$ cat src/hw/rtl/two_level_page_walker_unit_macros.svh
// assertion helpers, sampled on clk and disabled during rst
`ifndef TWO_LEVEL_PAGE_WALKER_UNIT_MACROS_SVH
`define TWO_LEVEL_PAGE_WALKER_UNIT_MACROS_SVH

// same-cycle implication
`define TLPW_ASSERT_NOW(label, ante, cons, msg) \
  label: assert property (@(posedge clk) disable iff (rst) (ante) |-> (cons)) \
    else $error(msg);

// next-cycle implication
`define TLPW_ASSERT_NEXT(label, ante, cons, msg) \
  label: assert property (@(posedge clk) disable iff (rst) (ante) |=> (cons)) \
    else $error(msg);

`endif

$ cat src/hw/rtl/tlpw_pkg.sv
package tlpw_pkg;

  localparam int unsigned ADDR_W = 32;
  localparam int unsigned SMALL_OFS_W = 12;
  localparam int unsigned LARGE_OFS_W = 22;

  localparam logic [2:0] RIGHTS_FULL = 3'd7;
  localparam logic [2:0] RIGHTS_NO_WRITE = 3'd5;

  localparam logic KIND_READ = 1'b0;
  localparam logic KIND_DONE = 1'b1;

  localparam logic MODE_REQUEST = 1'b0;

  localparam logic [1:0] STATUS_OK = 2'd0;
  localparam logic [1:0] STATUS_NOT_PRESENT = 2'd1;
  localparam logic [1:0] STATUS_PERM_FAULT = 2'd2;

  localparam logic [1:0] REG_PAGING_ON = 2'd0;
  localparam logic [1:0] REG_WRITE_PROTECT = 2'd1;
  localparam logic [1:0] REG_DIR_BASE = 2'd2;

  localparam int unsigned ENTRY_VALID_BIT = 0;
  localparam int unsigned ENTRY_WRITE_BIT = 1;
  localparam int unsigned ENTRY_LARGE_BIT = 7;

  typedef enum logic [1:0] {
    PHASE_IDLE = 2'd0,
    PHASE_DIR  = 2'd1,
    PHASE_TAB  = 2'd2
  } phase_t;

  typedef struct packed {
    logic              paging_on;
    logic              write_protect_on;
    logic [ADDR_W-1:0] dir_base;
  } cfg_t;

  typedef struct packed {
    phase_t            phase;
    logic [ADDR_W-1:0] pend_addr;
    logic [2:0]        pend_rights;
    logic [ADDR_W-1:0] rec_fault;
  } walk_state_t;

  typedef struct packed {
    logic              result_kind;
    logic [ADDR_W-1:0] read_address;
    logic [ADDR_W-1:0] physical_address;
    logic              large_page;
    logic [2:0]        granted_rights;
    logic [1:0]        status;
    logic [ADDR_W-1:0] last_fault;
  } result_t;

endpackage

$ cat src/hw/rtl/tlpw_step.sv
module tlpw_step
  import tlpw_pkg::*;
(
  input  logic              mode,
  input  logic [ADDR_W-1:0] fault_address,
  input  logic [2:0]        access_wanted,
  input  logic [ADDR_W-1:0] entry_word,
  input  cfg_t              cfg,
  input  walk_state_t       st,
  output walk_state_t       st_next,
  output logic              emit,
  output result_t           res
);

  logic [2:0]        entry_rights;
  logic              perm_fault;
  logic [ADDR_W-1:0] pa_large;
  logic [ADDR_W-1:0] pa_small;
  logic [ADDR_W-1:0] dir_read;
  logic [ADDR_W-1:0] tab_read;

  assign entry_rights = entry_word[ENTRY_WRITE_BIT] ? RIGHTS_FULL : RIGHTS_NO_WRITE;
  assign perm_fault = ((entry_rights & st.pend_rights) != st.pend_rights)
                      && cfg.write_protect_on;

  // offsets and bases occupy disjoint bits, so the sums are concatenations
  assign pa_large = {entry_word[ADDR_W-1:LARGE_OFS_W], st.pend_addr[LARGE_OFS_W-1:0]};
  assign pa_small = {entry_word[ADDR_W-1:SMALL_OFS_W], st.pend_addr[SMALL_OFS_W-1:0]};
  assign dir_read = {cfg.dir_base[ADDR_W-1:SMALL_OFS_W],
                     fault_address[ADDR_W-1:LARGE_OFS_W], 2'b00};
  assign tab_read = {entry_word[ADDR_W-1:SMALL_OFS_W],
                     st.pend_addr[LARGE_OFS_W-1:SMALL_OFS_W], 2'b00};

  always_comb begin
    st_next = st;
    emit = 1'b0;
    res = '0;
    if (mode == MODE_REQUEST) begin
      st_next.pend_addr = fault_address;
      st_next.pend_rights = access_wanted;
      emit = 1'b1;
      if (!cfg.paging_on) begin
        st_next.phase = PHASE_IDLE;
        res.result_kind = KIND_DONE;
        res.physical_address = fault_address;
        res.granted_rights = RIGHTS_FULL;
      end else begin
        st_next.phase = PHASE_DIR;
        res.result_kind = KIND_READ;
        res.read_address = dir_read;
      end
    end else begin
      case (st.phase)
        PHASE_DIR, PHASE_TAB: begin
          emit = 1'b1;
          if (!entry_word[ENTRY_VALID_BIT]) begin
            st_next.phase = PHASE_IDLE;
            st_next.rec_fault = st.pend_addr;
            res.result_kind = KIND_DONE;
            res.physical_address = '1;
            res.granted_rights = RIGHTS_FULL;
            res.status = STATUS_NOT_PRESENT;
          end else if (st.phase == PHASE_DIR && !entry_word[ENTRY_LARGE_BIT]) begin
            st_next.phase = PHASE_TAB;
            res.result_kind = KIND_READ;
            res.read_address = tab_read;
          end else begin
            st_next.phase = PHASE_IDLE;
            res.result_kind = KIND_DONE;
            res.large_page = (st.phase == PHASE_DIR);
            res.granted_rights = entry_rights;
            if (perm_fault) begin
              st_next.rec_fault = st.pend_addr;
              res.physical_address = '1;
              res.status = STATUS_PERM_FAULT;
            end else begin
              res.physical_address = (st.phase == PHASE_DIR) ? pa_large : pa_small;
            end
          end
        end
        default: begin
          st_next.phase = PHASE_IDLE;
        end
      endcase
    end
    res.last_fault = st_next.rec_fault;
  end

endmodule

$ cat src/hw/rtl/tlpw_out_buf.sv
module tlpw_out_buf
  import tlpw_pkg::*;
(
  input  logic    clk,
  input  logic    rst,
  input  logic    push,
  input  result_t push_data,
  output logic    ready,
  output logic    out_valid,
  input  logic    out_ready,
  output result_t out_data
);

  logic    skid_valid;
  result_t skid_data;

  assign ready = !skid_valid;

  always_ff @(posedge clk) begin
    if (rst) begin
      out_valid <= 1'b0;
      skid_valid <= 1'b0;
    end else if (!out_valid || out_ready) begin
      if (skid_valid) begin
        out_valid <= 1'b1;
        skid_valid <= 1'b0;
      end else begin
        out_valid <= push;
      end
    end else if (push) begin
      skid_valid <= 1'b1;
    end
  end

  always_ff @(posedge clk) begin
    if (!out_valid || out_ready) begin
      out_data <= skid_valid ? skid_data : push_data;
    end else if (push) begin
      skid_data <= push_data;
    end
  end

endmodule

$ cat src/hw/rtl/two_level_page_walker_unit.sv
// a result is registered in the output buffer when its request is accepted
// throughput: one request per cycle while in_ready is high; the walk state is updated at acceptance
// an output register plus one skid entry keep in_ready high while a single result waits
// reset (synchronous, rst high) clears the registers and the walk state and
// empties both output entries; no clearing pass is needed
module two_level_page_walker_unit
  import tlpw_pkg::*;
(
  input  logic              clk,
  input  logic              rst,
  input  logic              cfg_valid,
  output logic              cfg_ready,
  input  logic [1:0]        cfg_index,
  input  logic [ADDR_W-1:0] cfg_data,
  input  logic              in_valid,
  output logic              in_ready,
  input  logic              mode,
  input  logic [ADDR_W-1:0] fault_address,
  input  logic [2:0]        access_wanted,
  input  logic [ADDR_W-1:0] entry_word,
  output logic              out_valid,
  input  logic              out_ready,
  output logic              result_kind,
  output logic [ADDR_W-1:0] read_address,
  output logic [ADDR_W-1:0] physical_address,
  output logic              large_page,
  output logic [2:0]        granted_rights,
  output logic [1:0]        status,
  output logic [ADDR_W-1:0] last_fault
);

  cfg_t        cfg;
  walk_state_t st;
  walk_state_t st_next;
  logic        emit;
  logic        in_fire;
  result_t     step_res;
  result_t     out_data;

  assign cfg_ready = 1'b1;
  assign in_fire = in_valid && in_ready;

  always_ff @(posedge clk) begin
    if (rst) begin
      cfg <= '0;
    end else if (cfg_valid) begin
      case (cfg_index)
        REG_PAGING_ON:     cfg.paging_on <= cfg_data[0];
        REG_WRITE_PROTECT: cfg.write_protect_on <= cfg_data[0];
        REG_DIR_BASE:      cfg.dir_base <= cfg_data;
        default: begin
        end
      endcase
    end
  end

  tlpw_step u_step (
    .mode          (mode),
    .fault_address (fault_address),
    .access_wanted (access_wanted),
    .entry_word    (entry_word),
    .cfg           (cfg),
    .st            (st),
    .st_next       (st_next),
    .emit          (emit),
    .res           (step_res)
  );

  always_ff @(posedge clk) begin
    if (rst) begin
      st.phase <= PHASE_IDLE;
      st.pend_addr <= '0;
      st.pend_rights <= '0;
      st.rec_fault <= '0;
    end else if (in_fire) begin
      st <= st_next;
    end
  end

  tlpw_out_buf u_out_buf (
    .clk       (clk),
    .rst       (rst),
    .push      (in_fire && emit),
    .push_data (step_res),
    .ready     (in_ready),
    .out_valid (out_valid),
    .out_ready (out_ready),
    .out_data  (out_data)
  );

  assign result_kind = out_data.result_kind;
  assign read_address = out_data.read_address;
  assign physical_address = out_data.physical_address;
  assign large_page = out_data.large_page;
  assign granted_rights = out_data.granted_rights;
  assign status = out_data.status;
  assign last_fault = out_data.last_fault;

`include "two_level_page_walker_unit_macros.svh"

  `TLPW_ASSERT_NOW(a_stall_only_when_full, !in_ready, out_valid, "input stalled with empty output")
  `TLPW_ASSERT_NEXT(a_walk_starts, in_fire && mode == MODE_REQUEST && cfg.paging_on, st.phase == PHASE_DIR, "walk did not start")
  `TLPW_ASSERT_NOW(a_fault_all_ones, out_valid && result_kind == KIND_DONE && status != STATUS_OK, physical_address == '1, "fault without all-ones address")
  `TLPW_ASSERT_NOW(a_read_clean, out_valid && result_kind == KIND_READ, status == STATUS_OK && granted_rights == 3'd0 && physical_address == '0, "read request carries translation fields")

endmodule

$ cat config.mk
export PLATFORM = sky130hd
export DESIGN_NAME = two_level_page_walker_unit
export DESIGN_NICKNAME = d
export VERILOG_FILES = /design/src/hw/rtl/tlpw_pkg.sv /design/src/hw/rtl/tlpw_step.sv /design/src/hw/rtl/tlpw_out_buf.sv /design/src/hw/rtl/two_level_page_walker_unit.sv
export VERILOG_INCLUDE_DIRS = /design/src /design/src/hw/rtl
export SDC_FILE = /design/constraint.sdc
export NUM_CORES = 1
export LEC_CHECK = 0
export BUFFER_PORTS_ARGS = -buffer_cell sky130_fd_sc_hd__buf_2
export CORE_UTILIZATION = 54
export CTS_BUF_LIST = sky130_fd_sc_hd__clkbuf_8
export DETAILED_ROUTE_END_ITERATION = 12
export HOLD_SLACK_MARGIN = 0.12
export PLACE_DENSITY = 0.88
export SETUP_SLACK_MARGIN = 0.15
export SLEW_MARGIN = 0
export SYNTH_ARGS = -nofsm -noshare
export SYNTH_HDL_FRONTEND = slang
export SYNTH_HIERARCHICAL = 1
export SYNTH_SLANG_ARGS = --single-unit
$ cat constraint.sdc
create_clock -name clk -period 8.4 [get_ports clk]
set_clock_uncertainty 0.1 [all_clocks]
set_input_delay 1.26 -clock clk [delete_from_list [all_inputs] [get_ports clk]]
set_output_delay 1.26 -clock clk [all_outputs]
set_load 0.1 [all_outputs]
## Yosys cells after proc, flatten, opt, wreduce, memory -nomap -nowiden

Index checks and enable logic that the tools add are counted.

- Eq/ne operators: 5
- Muxes and demuxes: 35
- Bitwise operators: 3
- Reductions and logical operators: 16

Operators by type and width:

| kind | count |
|---|---|
| $mux W32 | 11 |
| $mux W103 | 1 |
| $mux W71 | 1 |
| $mux W65 | 1 |
| $mux W38 | 1 |
| $mux W22 | 1 |
| $mux W2 | 7 |
| $reduce_and A2 Y1 | 5 |
| $mux W1 | 9 |
| $mux W3 | 2 |
| $mux W5 | 1 |
| $eq A2 B1 Y1 const B | 2 |
| $eq A2 B2 Y1 const B | 2 |
| $logic_and A1 B1 Y1 | 4 |
| $reduce_or A2 Y1 | 2 |
| $and A3 B3 Y3 | 1 |
| $logic_not A1 Y1 | 3 |
| $ne A3 B3 Y1 | 1 |
| $logic_not A2 Y1 | 1 |
| $not A1 Y1 | 2 |
| $logic_or A1 B1 Y1 | 1 |

- Flip-flop bits (word level): 311
- Input bits: 107
- Output and inout port bits: 106
- Logic and storage cells: 82

## Depth between registers and ports, before layout

- Word-level depth: 10
- Gate-level depth with buffers: 12
- Gate-level depth less buffers: 9

## Cells and area by module

Netlist, hierarchy kept.

Modules (own cells, without submodules):

| module | instances | cells an instance | area an instance (um2) | seq. area each (um2) |
|---|---|---|---|---|
| tlpw_out_buf | 1 | 330 | 7701.1 | 6226.0 |
| two_level_page_walker_unit | 1 | 465 | 4559.4 | 2062.0 |
| tlpw_step | 1 | 300 | 2140.8 | 0.0 |

## Worst setup path before layout

No wires, ideal clock.

- Path type: input to register
- Start: input out_ready
- End: register u_out_buf/skid_data[0] (netlist bit), enable pin
- Library setup time: 1.009 ns
- Arrival time: 7.907 ns
- Required time: 7.291 ns
- Path slack: -0.615 ns
- Stages: 2
- Buffers on the path: 0
- Path through: nand2b_1 -> nor2_1

- Word-level cells in the longest chain between the ends: 3

Ends and longest elaborated chain:

| element | line | source |
|---|---|---|
| from (decl) | two_level_page_walker_unit.sv:22 | `input logic out_ready,` |
| $logic_or A1 B1 Y1 | tlpw_out_buf.sv:36 | `if (!out_valid \|\| out_ready) begin` |
| $not A1 Y1 (no line) | -- |  |
| $reduce_and A2 Y1 (no line) | -- |  |
| to (signal assigned) | tlpw_out_buf.sv:39 | `skid_data <= push_data;` |
| to (decl) | tlpw_out_buf.sv:15 | `result_t skid_data;` |

Every way passes these cells.
A chain may end at the register's enable or synchronous reset.

==> results.sh <==
export IMPL_status="completed"
export IMPL_clock_latency_ns=0.56
export IMPL_critPathKind="in -> reg"
export IMPL_avgViaCountPerCell=5.84
export IMPL_tns_ns=0
export IMPL_grt_antenna_before_repair=6
export IMPL_p_leak_uw=0.00604
export IMPL_die_h_um=162
export IMPL_maxCapViolations=0
export IMPL_die_width_um=162
export IMPL_dp_hpwl_mm=19.6
export IMPL_layout_drive_gt1_share_pct=38.4
export IMPL_cts_tree="built"
export IMPL_fin_crit_ns=3.85
export IMPL_crit_arrival_ns=4.03
export IMPL_pin_count=213
export IMPL_syn_inst=1037
export IMPL_clockBufferDepth=3
export IMPL_fill_cells=1904
export IMPL_grt_ovfl_total=0
export IMPL_io_buffers=189
export IMPL_cts_made_buffers=47
export IMPL_final_setup_worst_slack_ns=4.55
export IMPL_rsz0062_at_grt="false"
export IMPL_setup_viol_count_final=0
export IMPL_dr_pass1_iters=5
export IMPL_ir_drop_mv=0.142
export IMPL_first_global_vias=8651
export IMPL_syn_avg_cell_area_um2=13.3
export IMPL_min_path_type="reg -> reg"
export IMPL_cts_setup_buffers=0
export IMPL_cts_root_buf="clkbuf_8"
export IMPL_synth_area_um2=13800
export IMPL_clkSlewWorstSetupHoldPaths_ns=0.06
export IMPL_ant_nets=0
export IMPL_hold_viol_final=0
export IMPL_initial_core_util_pct=54.9
export IMPL_coreArea_um2=25100
export IMPL_routed_wl_mm=31.7
export IMPL_holdBufCountCts=0
export IMPL_nets=1272
export IMPL_fmax_mhz=260
export IMPL_die_area_um2=26200
export IMPL_grt_max_degree=88
export IMPL_path_max_fanout=40
export IMPL_area_delta_synth_final_pct=11.3
export IMPL_drv_slew=0
export IMPL_track_usage_pct=24.1
export IMPL_drc=0
export IMPL_drt_iter0_markers=962
export IMPL_fp_row_count=58
export IMPL_post_route_period_util_pct=45.9
export IMPL_relSlewSlack_pct=19.2
export IMPL_required_ns=8.58
export IMPL_start_kind="input pin"
export IMPL_tightest_slew_ns=1.21
export IMPL_path_cells="buf_2 -> buf_4 -> and2b_4 -> nand2b_1 -> inv_4 -> a31oi_4 -> buf_4 -> mux2_2 -> mux2_2"
export IMPL_end_kind="register"
export IMPL_yosys_warnings=6
export IMPL_num_vias=8982
export IMPL_dp_slack_ns=4.06
export IMPL_grt_pass1_wl_mm=48.9
export IMPL_cts_resized=0
export IMPL_gp_congestion=0.877
export IMPL_post_drt_wl_per_cell_um=20.6
export IMPL_cpMaxStageDelayCell="nand2b_1"
export IMPL_cts_max_level=2
export IMPL_cts_sinks=297
export IMPL_slowest_delay_ns=0.44
export IMPL_powerDensity_nw_per_um2=209
## per-layer routing
layer | wire (µm) | up-vias | global-route usage [%]
met2 | 14700 | 452 | 37.1
met1 | 13200 | 4368 | 33.1
met4 | 1100 | 0 | 10.7
met3 | 2670 | 79 | 4.62
li1 | - | 4083 | -
met5 | 0 | - | 0
## layout make-up
class / instances / area, µm² / area share, %
antenna: 6 / 15.0 / 0.0978
multi-input combinational: 609 / 4930 / 32.1
timing repair buffer: 203 / 1060 / 6.88
tap: 330 / 413 / 2.69
inverter: 5 / 23.8 / 0.155
clock buffer: 50 / 688 / 4.48
clock inverter: 38 / 213 / 1.39
sequential: 297 / 8010 / 52.2
## critical path, delay by kind of cell
kind,cells,cell delay [ns]
buffers and inverters,4,1.10
muxes,2,0.69
AOI/OAI and AO/OA,1,0.21
and+or+nand+nor,2,0.72
## report_power, final
group          internal (µW)  switching, µW
Sequential              1610           25.9
Clock                    615            555
Combinational           88.8            321
## metrics by stage
| step | utilization [%] | hold WS [ns] | instances | area [µm²] | total power, µW |
|---|---|---|---|---|---|
| after detailed placement | 57.5 | 0.369 | 1444 | 14400 | 2070 |
| after global routing | 61.1 | 0.406 | 1537 | 15400 | 3320 |
| final | 61.1 | 0.380 | 1538 | 15400 | 3210 |
| after CTS | 61.1 | 0.383 | 1532 | 15300 | 3230 |
| after floorplan | - | 0.348 | 1038 | 13800 | 1990 |
| after global placement | 57.5 | 0.360 | 1444 | 14400 | 2060 |
## registers in the layout, indices dropped and copies added, names as in the netlist
signal / flops
cfg: 22
u_out_buf/skid_valid: 1
st: 67
u_out_buf/out_data: 103
u_out_buf/skid_data: 103
u_out_buf/out_valid: 1
## worst paths after layout
| check | from | to | slack, ns | cells past startpoint |
|---|---|---|---|---|
| worst max-delay path | mode | u_out_buf/out_data[18] | 4.55 | 9 |
| worst max register to register | st[68] | u_out_buf/out_data[18] | 5.06 | 9 |
| worst min-delay path | cfg[17] | cfg[17] | 0.38 | 2 |
| worst min register to register | cfg[17] | cfg[17] | 0.38 | 2 |
## placed cells by master, fill, tap and decap left out, drive strengths merged, types with 2 or more instances in the layout
master,n
a211oi,10
a21bo,67
a21oi,92
a22o,21
a32o,9
and3b,2
and4,2
buf,203
bufinv,2
clkbuf,50
clkinv,15
conb,3
dfxtp,91
diode,6
edfxtp,206
ha,2
inv,25
mux2,159
mux2i,22
nand2,29
nand2b,46
nand3,67
nor2,25
nor2b,12
o21ai,24
o221ai,9
(Power assumes the default switching activity.)
